`src/hw/rtl/dce_pkg.sv`:
```
// Shared types, codes and scale tables for the diatonic chord expander.
`default_nettype none
package dce_pkg;

    localparam int DCE_QUEUE_DEPTH = 4;
    localparam int CHORD_TONES     = 6;

    // op codes of an incoming event
    localparam logic [1:0] OP_NOTE_ON  = 2'd0;
    localparam logic [1:0] OP_NOTE_OFF = 2'd1;

    // configuration register indexes
    localparam logic CFG_BASE_KEY       = 1'b0;
    localparam logic CFG_TARGET_CHANNEL = 1'b1;

    localparam logic [6:0] BASE_KEY_RESET       = 7'd60;
    localparam logic [3:0] TARGET_CHANNEL_RESET = 4'd0;
    localparam logic [8:0] OCTAVE_BIAS          = 9'd132;
    localparam logic [8:0] TOP_NOTE             = 9'd127;

    // floor(v / 12) == (v * 171) >> 11 for all v below 260
    localparam logic [7:0] MOD12_RECIP = 8'd171;
    localparam int         MOD12_SHIFT = 11;
    localparam logic [3:0] SEMIS_OCTAVE = 4'd12;

    typedef struct packed {
        logic [1:0] op;
        logic [3:0] channel;
        logic [6:0] note_key;
        logic [6:0] velocity;
    } t_in_item;

    typedef struct packed {
        logic       out_kind;
        logic [3:0] out_channel;
        logic [6:0] out_key;
        logic [6:0] out_velocity;
        logic       last;
    } t_out_item;

    typedef struct packed {
        logic [6:0] base_key;
        logic [3:0] target_channel;
    } t_cfg;

    typedef struct packed {
        logic       hit;
        logic [2:0] deg;
    } t_deg_hit;

    // one expanded event waiting for the tone generator
    typedef struct packed {
        logic              kind;
        logic [3:0]        channel;
        logic [6:0]        velocity;
        logic [2:0]        deg;
        logic signed [7:0] root;
    } t_job;

    function automatic logic [3:0] degree_offset(input logic [2:0] deg);
        logic [3:0] r;
        unique case (deg)
            3'd0:    r = 4'd0;
            3'd1:    r = 4'd2;
            3'd2:    r = 4'd4;
            3'd3:    r = 4'd5;
            3'd4:    r = 4'd7;
            3'd5:    r = 4'd9;
            3'd6:    r = 4'd11;
            default: r = 4'd0;
        endcase
        return r;
    endfunction

    function automatic t_deg_hit pitch_degree(input logic [3:0] pc);
        t_deg_hit r;
        r.hit = 1'b1;
        unique case (pc)
            4'd0:    r.deg = 3'd0;
            4'd2:    r.deg = 3'd1;
            4'd4:    r.deg = 3'd2;
            4'd5:    r.deg = 3'd3;
            4'd7:    r.deg = 3'd4;
            4'd9:    r.deg = 3'd5;
            4'd11:   r.deg = 3'd6;
            default: begin
                r.hit = 1'b0;
                r.deg = 3'd0;
            end
        endcase
        return r;
    endfunction

    // degree steps for chord degrees 1, 3, 5, 7, 9, 13
    function automatic logic [4:0] chord_step(input logic [2:0] s);
        logic [4:0] r;
        unique case (s)
            3'd0:    r = 5'd0;
            3'd1:    r = 5'd2;
            3'd2:    r = 5'd4;
            3'd3:    r = 5'd6;
            3'd4:    r = 5'd8;
            3'd5:    r = 5'd12;
            default: r = 5'd0;
        endcase
        return r;
    endfunction

    // semitones above the tonic of scale step t, octaves included
    function automatic logic [4:0] degree_semis(input logic [4:0] t);
        logic [4:0] r;
        unique case (t)
            5'd0:    r = 5'd0;
            5'd1:    r = 5'd2;
            5'd2:    r = 5'd4;
            5'd3:    r = 5'd5;
            5'd4:    r = 5'd7;
            5'd5:    r = 5'd9;
            5'd6:    r = 5'd11;
            5'd7:    r = 5'd12;
            5'd8:    r = 5'd14;
            5'd9:    r = 5'd16;
            5'd10:   r = 5'd17;
            5'd11:   r = 5'd19;
            5'd12:   r = 5'd21;
            5'd13:   r = 5'd23;
            5'd14:   r = 5'd24;
            5'd15:   r = 5'd26;
            5'd16:   r = 5'd28;
            5'd17:   r = 5'd29;
            5'd18:   r = 5'd31;
            default: r = 5'd0;
        endcase
        return r;
    endfunction

endpackage
`default_nettype wire

```
`src/hw/rtl/dce_front.sv`:
```
// Front end: configuration registers, input stage and event classification.
`default_nettype none
module dce_front
    import dce_pkg::*;
(
    input  wire logic     i_clk,
    input  wire logic     i_rst_n,
    input  wire logic     i_in_valid,
    output logic          o_in_ready,
    input  wire t_in_item i_in_item,
    input  wire logic     i_cfg_valid,
    output logic          o_cfg_ready,
    input  wire logic     i_cfg_index,
    input  wire logic [6:0] i_cfg_data,
    output logic          o_push,
    input  wire logic     i_push_ready,
    output t_job          o_job
);

    t_cfg       r_cfg;
    logic       r_valid;
    t_in_item   r_item;

    logic [8:0]  w_biased;
    logic [16:0] w_prod;
    logic [5:0]  w_quot;
    logic [8:0]  w_rem;
    t_deg_hit    w_dh;
    logic        w_is_note;
    logic        w_expand;
    logic        w_done;

    assign o_cfg_ready = 1'b1;

    always_ff @(posedge i_clk) begin
        if (!i_rst_n) begin
            r_cfg.base_key       <= BASE_KEY_RESET;
            r_cfg.target_channel <= TARGET_CHANNEL_RESET;
        end else if (i_cfg_valid) begin
            unique case (i_cfg_index)
                CFG_BASE_KEY:       r_cfg.base_key       <= i_cfg_data;
                CFG_TARGET_CHANNEL: r_cfg.target_channel <= i_cfg_data[3:0];
                default:            r_cfg <= r_cfg;
            endcase
        end
    end

    // pitch class of the key relative to the tonic
    always_comb begin
        w_biased = {2'b00, r_item.note_key} + OCTAVE_BIAS - {2'b00, r_cfg.base_key};
        w_prod   = w_biased * MOD12_RECIP;
        w_quot   = w_prod[MOD12_SHIFT +: 6];
        w_rem    = w_biased - 9'(w_quot * SEMIS_OCTAVE);
        w_dh     = pitch_degree(w_rem[3:0]);
    end

    assign w_is_note = (r_item.op == OP_NOTE_ON) || (r_item.op == OP_NOTE_OFF);
    assign w_expand  = w_is_note && (r_item.channel == r_cfg.target_channel) && w_dh.hit;
    assign w_done    = r_valid && (!w_expand || i_push_ready);
    assign o_in_ready = !r_valid || w_done;
    assign o_push     = r_valid && w_expand;

    always_comb begin
        o_job.kind     = r_item.op[0];
        o_job.channel  = r_item.channel;
        o_job.velocity = r_item.velocity;
        o_job.deg      = w_dh.deg;
        o_job.root     = $signed({1'b0, r_item.note_key})
                       - $signed({4'b0000, degree_offset(w_dh.deg)});
    end

    always_ff @(posedge i_clk) begin
        if (!i_rst_n) begin
            r_valid <= 1'b0;
        end else if (o_in_ready) begin
            r_valid <= i_in_valid;
        end
    end

    always_ff @(posedge i_clk) begin
        if (i_in_valid && o_in_ready) begin
            r_item <= i_in_item;
        end
    end

endmodule
`default_nettype wire

```
`src/hw/rtl/dce_fifo.sv`:
```
// Small flop-based queue between the classifier and the tone generator.
`default_nettype none
module dce_fifo #(
    parameter int DEPTH = 4,
    parameter int WIDTH = 8
) (
    input  wire logic             i_clk,
    input  wire logic             i_rst_n,
    input  wire logic             i_push,
    output logic                  o_push_ready,
    input  wire logic [WIDTH-1:0] i_data,
    output logic                  o_valid,
    input  wire logic             i_pop,
    output logic [WIDTH-1:0]      o_data
);

    localparam int PW = (DEPTH > 1) ? $clog2(DEPTH) : 1;
    localparam int CW = $clog2(DEPTH + 1);
    localparam logic [PW-1:0] LAST_PTR = PW'(DEPTH - 1);
    localparam logic [CW-1:0] FULL_CNT = CW'(DEPTH);

    logic [WIDTH-1:0] r_mem [DEPTH];
    logic [PW-1:0]    r_wr;
    logic [PW-1:0]    r_rd;
    logic [CW-1:0]    r_cnt;
    logic             w_wr_en;
    logic             w_rd_en;

    assign o_push_ready = (r_cnt != FULL_CNT);
    assign o_valid      = (r_cnt != '0);
    assign o_data       = r_mem[r_rd];
    assign w_wr_en      = i_push && o_push_ready;
    assign w_rd_en      = i_pop && o_valid;

    always_ff @(posedge i_clk) begin
        if (w_wr_en) begin
            r_mem[r_wr] <= i_data;
        end
    end

    always_ff @(posedge i_clk) begin
        if (!i_rst_n) begin
            r_wr  <= '0;
            r_rd  <= '0;
            r_cnt <= '0;
        end else begin
            if (w_wr_en) begin
                r_wr <= (r_wr == LAST_PTR) ? '0 : PW'(r_wr + 1'b1);
            end
            if (w_rd_en) begin
                r_rd <= (r_rd == LAST_PTR) ? '0 : PW'(r_rd + 1'b1);
            end
            if (w_wr_en && !w_rd_en) begin
                r_cnt <= CW'(r_cnt + 1'b1);
            end else if (w_rd_en && !w_wr_en) begin
                r_cnt <= CW'(r_cnt - 1'b1);
            end
        end
    end

endmodule
`default_nettype wire

```
`src/hw/rtl/dce_back.sv`:
```
// Back end: walks queue-head chord tones, one per cycle unless stalled.
`default_nettype none
module dce_back
    import dce_pkg::*;
(
    input  wire logic i_clk,
    input  wire logic i_rst_n,
    input  wire logic i_job_valid,
    input  wire t_job i_job,
    output logic      o_pop,
    output logic      o_out_valid,
    input  wire logic i_out_ready,
    output t_out_item o_out_item
);

    localparam logic [2:0] LAST_STEP = 3'(CHORD_TONES - 1);

    logic [2:0]        r_step;
    logic              r_out_valid;
    t_out_item         r_out;
    logic [2:0]        w_next_step;
    logic signed [8:0] w_cur_note;
    logic signed [8:0] w_next_note;
    logic              w_is_last;
    logic              w_fire;

    assign w_next_step = 3'(r_step + 1'b1);

    always_comb begin
        w_cur_note  = {i_job.root[7], i_job.root}
                    + $signed({4'b0000, degree_semis(5'({2'b00, i_job.deg})
                                                     + chord_step(r_step))});
        w_next_note = {i_job.root[7], i_job.root}
                    + $signed({4'b0000, degree_semis(5'({2'b00, i_job.deg})
                                                     + chord_step(w_next_step))});
        // tones ascend, so the first one out of range ends the chord
        w_is_last   = (r_step == LAST_STEP) || (w_next_note > $signed(TOP_NOTE));
    end

    assign w_fire = i_job_valid && (!r_out_valid || i_out_ready);
    assign o_pop  = w_fire && w_is_last;

    always_ff @(posedge i_clk) begin
        if (!i_rst_n) begin
            r_out_valid <= 1'b0;
            r_step      <= '0;
        end else begin
            if (w_fire) begin
                r_out_valid <= 1'b1;
                r_step      <= w_is_last ? '0 : w_next_step;
            end else if (i_out_ready) begin
                r_out_valid <= 1'b0;
            end
        end
    end

    always_ff @(posedge i_clk) begin
        if (w_fire) begin
            r_out.out_kind     <= i_job.kind;
            r_out.out_channel  <= i_job.channel;
            r_out.out_key      <= w_cur_note[6:0];
            r_out.out_velocity <= i_job.velocity;
            r_out.last         <= w_is_last;
        end
    end

    assign o_out_valid = r_out_valid;
    assign o_out_item  = r_out;

endmodule
`default_nettype wire

```
`src/hw/rtl/diatonic_chord_expander.sv`:
```
// Top level of the diatonic chord expander.
//
// Usage:
//   Input channel (i_in_valid / o_in_ready / i_in_item) takes one note event
//   per transaction. A note-on or note-off on the target channel whose key lies
//   on the major scale of base_key expands into up to six chord tones (scale
//   degrees 1, 3, 5, 7, 9, 13 above the key), emitted in ascending order on the
//   output channel (o_out_valid / i_out_ready / o_out_item), with last set on
//   the final tone. Tones above note 127 are dropped; all other events vanish.
//   Config channel writes base_key (index 0) or target_channel (index 1); it is
//   always ready. Write it only while the block is idle; nothing enforces this.
// Timing:
//   The first tone passes the input register, the queue and the output register.
//   The tone generator emits one tone per cycle while the output is not stalled;
//   the input stage takes one event per cycle while the queue has room, into a
//   QUEUE_DEPTH-entry queue, and dropped events never reach the queue.
// Reset:
//   Synchronous, active low: queue empty, no output valid, base_key 60,
//   target_channel 0.
// Stall:
//   When i_out_ready is low the output register holds its tone, the generator
//   waits, the queue fills, and then o_in_ready drops.
`default_nettype none
module diatonic_chord_expander
    import dce_pkg::*;
#(
    parameter int QUEUE_DEPTH = DCE_QUEUE_DEPTH
) (
    input  wire logic       i_clk,
    input  wire logic       i_rst_n,
    input  wire logic       i_in_valid,
    output logic            o_in_ready,
    input  wire t_in_item   i_in_item,
    output logic            o_out_valid,
    input  wire logic       i_out_ready,
    output t_out_item       o_out_item,
    input  wire logic       i_cfg_valid,
    output logic            o_cfg_ready,
    input  wire logic       i_cfg_index,
    input  wire logic [6:0] i_cfg_data
);

    logic w_push;
    logic w_push_ready;
    t_job w_front_job;
    logic w_head_valid;
    t_job w_head_job;
    logic w_pop;

    // classify and hold one event; push only events that expand
    dce_front u_front (
        .i_clk        (i_clk),
        .i_rst_n      (i_rst_n),
        .i_in_valid   (i_in_valid),
        .o_in_ready   (o_in_ready),
        .i_in_item    (i_in_item),
        .i_cfg_valid  (i_cfg_valid),
        .o_cfg_ready  (o_cfg_ready),
        .i_cfg_index  (i_cfg_index),
        .i_cfg_data   (i_cfg_data),
        .o_push       (w_push),
        .i_push_ready (w_push_ready),
        .o_job        (w_front_job)
    );

    // decouple the classifier from the tone generator
    dce_fifo #(
        .DEPTH (QUEUE_DEPTH),
        .WIDTH ($bits(t_job))
    ) u_queue (
        .i_clk        (i_clk),
        .i_rst_n      (i_rst_n),
        .i_push       (w_push),
        .o_push_ready (w_push_ready),
        .i_data       (w_front_job),
        .o_valid      (w_head_valid),
        .i_pop        (w_pop),
        .o_data       (w_head_job)
    );

    // emit chord tones of the queue head, pop after the last one
    dce_back u_back (
        .i_clk       (i_clk),
        .i_rst_n     (i_rst_n),
        .i_job_valid (w_head_valid),
        .i_job       (w_head_job),
        .o_pop       (w_pop),
        .o_out_valid (o_out_valid),
        .i_out_ready (i_out_ready),
        .o_out_item  (o_out_item)
    );

endmodule
`default_nettype wire

```
`config.mk`:
```
export PLATFORM = sky130hd
export DESIGN_NAME = diatonic_chord_expander
export DESIGN_NICKNAME = d
export VERILOG_FILES = /design/src/hw/rtl/dce_pkg.sv /design/src/hw/rtl/dce_front.sv /design/src/hw/rtl/dce_fifo.sv /design/src/hw/rtl/dce_back.sv /design/src/hw/rtl/diatonic_chord_expander.sv
export SDC_FILE = /design/constraint.sdc
export NUM_CORES = 1
export LEC_CHECK = 0
export ABC_AREA = 1
export BUFFER_PORTS_ARGS = -buffer_cell sky130_fd_sc_hd__buf_4
export CORE_MARGIN = 2
export CORE_UTILIZATION = 40
export DETAILED_ROUTE_END_ITERATION = 7
export PLACE_DENSITY_LB_ADDON = 0.2
export SLEW_MARGIN = 20
export SYNTH_ARGS = -nofsm -noshare
export SYNTH_HDL_FRONTEND = slang
export SYNTH_SLANG_ARGS = --single-unit
```
`constraint.sdc`:
```
create_clock -name i_clk -period 20.4 [get_ports i_clk]
set_input_delay 1.02 -clock i_clk [delete_from_list [all_inputs] [get_ports i_clk]]
set_output_delay 1.02 -clock i_clk [all_outputs]
set_load 0.01 [all_outputs]
```
==> impl_metrics.tcl <==
set metrics [dict create \
    outcome "finished clean" \
    r2r_start "u_front.r_item[8]$_DFFE_PP_" \
    ant_nets 0 \
    num_io_pins 56 \
    die_area_um2 23100 \
    grt_pass1_wl_mm 29.7 \
    syn_area_um2 8750 \
    synthFlopType "edfxtp_1" \
    criticalPathCategory "reg2out" \
    leakagePower_nw 4.42 \
    avgSynthCellArea_um2 10.2 \
    final.period_utilization_pct 38.7 \
    grt_pass1_vias 5774 \
    vias 5894 \
    final_nets 1058 \
    clkLatencyLatePin_ps 420 \
    core_area_um2 21600 \
    die_h_um 152 \
    drt_iter0_markers 326 \
    setup.worst_path.end "o_in_ready" \
    period_needed_ps 7890 \
    wl_per_cell_um 14.9 \
    dp_hpwl_mm 13.1 \
    finalSetupViolations 0 \
    final_cells 1216 \
    h-tree-depth 4 \
    fin_setup_tns_ps 0 \
    row_count 54 \
    dr.pass1.iters 4 \
    routed_wl_mm 18.1 \
    reg2reg_depth 38 \
    setup_slack_ps 12510 \
    tightest_slew_ps 1090 \
    clock-sinks 157 \
    start_kind "flip-flop" \
    synth_cell_types 51 \
    drc 0 \
    async_flop_share_pct 0 \
    port_buffers 54 \
    finalInstanceArea_um2 10100 \
    fin_skew_ps 14.3 \
    crit_start "u_front.r_item[8]$_DFFE_PP_" \
    placed_cells 1184 \
    die_width_um 152 \
    hold_viol 0 \
    power.density_nw_per_um2 185 \
    synth_top_area_share_pct 45.3 \
    drv_slew 0 \
    cts_tree "built" \
    final_util_pct 46.9 \
    areaGrowthSynthToFinish_pct 15.9 \
    cp.arrival_ps 6870 \
    drive_gt1_share_pct 14.6 \
    slowest_stage "fa_1" \
    vias_per_cell 4.85 \
    dp_slack_ps 12870 \
    gp_congestion 0.797 \
    hold_ws_ps 464 \
    track_usage_pct 16.1 \
    slowest_delay_ps 550 \
    path_max_fanout 6 \
    syn_nets 994 \
    drv_cap 0 \
    initial_core_util_pct 40.5 \
    cts_buffers 17 \
    cts_buffer_depth 2 \
    p_total_mw 1.87 \
    clkTransAtPathRegs_ps 70 \
    endpoint_kind "output pin" \
    grt_start_max_net_pins 48 \
    antenna_found_initial 0 \
    yosysWarnings 0 \
    max_slew_margin_pct 26.9 \
    fmax_mhz 127 \
    post_cts.repair.setup_buffers 0 \
    seq_area_frac_synth_pct 51.0 \
    cp_data_required_time_ps 19380 \
    placed_area_um2 9520 \
    cts-hold-fix-buffers 0 \
    syn_inst 859 \
    root_buffer "clkbuf_16" \
    overflow 0 \
    ys_ff_latch 157 \
    synth_edf_count 132 \
    rr_endpoint "u_queue.r_mem[1][7]$_DFFE_PP_" \
    grt_setup_unrepaired "false" \
    min_path_type "reg2reg" \
    antenna-diode-count 0 \
    synth_top_area_cell "edfxtp_1" \
    synth_area_leaders "edfxtp_1, ha_1, inv_1" \
    post_cts_resize_count 0 \
    regToRegSetupSlack_ps 12870 \
    ir_worst_vdd_v 0.000214 \
]
-- state kept, by name, indices dropped and copies added, names as in the netlist, named ones only --
register            flops
u_queue.r_mem          92
u_back.o_out_item      20
u_front.o_job          12
u_front.r_cfg          11
u_front.r_item          8
u_back.r_step           3
u_queue.r_cnt           3
u_queue.r_rd            2
u_queue.r_wr            2
u_back.o_out_valid      1
u_front.r_valid         1
-- cells in the mapped netlist, types with 3 or more instances --
cell type  count
a21oi_1       34
nand3_1       26
a31oi_1        3
dfxtp_1       25
fa_1          20
inv_2          4
or2_2         10
xor2_1         7
nand4_1        6
o21ai_0       79
nand3_2        4
nor2_1        74
nand2_1      111
edfxtp_1     132
nor3_1         4
o211ai_1       5
clkbuf_1      15
ha_1          82
nand2_2       11
a32oi_1        4
a211oi_1       3
inv_1        139
nand3b_1       3
xnor2_1        7
o22ai_1       18
-- metal layers --
layer / vias to the layer above / wire length (um) / global-route usage [%]
met5: - / 0 / 0
met4: 0 / 212 / 4.36
met3: 13 / 549 / 2.99
met2: 96 / 9140 / 28.1
met1: 2752 / 8220 / 20.6
li1: 3033 / - / -
-- cells in the final DEF, fill, tap and decap left out, types with 3 or more instances in the layout --
master	n
a211oi_1	3
a21oi_1	34
a32oi_1	4
buf_4	63
bufinv_16	3
clkbuf_16	17
dfxtp_1	25
edfxtp_1	132
fa_1	20
ha_1	82
inv_1	139
inv_2	4
inv_6	4
inv_8	4
nand2_1	111
nand2_2	11
nand3_1	26
nand3_2	4
nand3b_1	3
nand4_1	6
nor2_1	70
nor2_2	5
nor3_1	4
o211ai_1	5
o21ai_0	79
o22ai_1	18
or2_2	10
xnor2_1	7
xor2_1	7
-- logic make-up (layout without fill, tap and decap cells) --
logic type	Yosys count	in the layout	synth area share [%]
AOI/OAI and AO/OA	164	164	10.7
xor gates and xnor gates	15	15	1.59
adders and majority gates	102	102	16.3
buffers and inverters	163	240	7.05
other	1	1	0.0429
DFF	157	157	51.0
and+or+nand+nor	257	257	13.2
-- critical path: cells and delay by family (launching register included) --
| kind | cells | cell delay [ps] |
|---|---|---|
| fa+ha+maj | 9 | 3400 |
| simple gates | 16 | 1790 |
| buf+inv | 7 | 590 |
| flops | 1 | 460 |
| xor+xnor | 1 | 180 |
-- cell type report --
class,instances,area (um2)
Fill cell,2000,11500
Tap cell,280,350
Clock inverter,14,199
Inverter,145,544
Multi-Input combinational cell,539,3680
Clock buffer,18,429
Sequential cell,157,4460
Timing Repair Buffer,63,473
-- worst min path at each step --
| stage | endpoint | start | cells after the start |
|---|---|---|---|
| final | u_front.r_cfg[10]$_SDFFE_PN0P_ | u_front.r_cfg[10]$_SDFFE_PN0P_ | 2 |
| after global routing | u_front.r_cfg[10]$_SDFFE_PN0P_ | u_front.r_cfg[10]$_SDFFE_PN0P_ | 2 |
| after CTS | u_front.r_cfg[10]$_SDFFE_PN0P_ | u_front.r_cfg[10]$_SDFFE_PN0P_ | 2 |
| after detailed placement | u_front.r_cfg[10]$_SDFFE_PN0P_ | u_front.r_cfg[10]$_SDFFE_PN0P_ | 2 |
| after floorplan | u_front.r_cfg[6]$_SDFFE_PN1P_ | u_front.r_cfg[6]$_SDFFE_PN1P_ | 2 |
| after global placement | u_front.r_cfg[5]$_SDFFE_PN0P_ | u_front.r_cfg[5]$_SDFFE_PN0P_ | 2 |
-- power breakdown --
part / leakage [nW] / switching, mW / total [mW] / internal [mW]
Sequential: 1.40 / 0.00658 / 0.506 / 0.499
Combinational: 2.71 / 0.668 / 1.03 / 0.364
Clock: 0.306 / 0.135 / 0.333 / 0.198
Power figures use the tool's default switching activity.
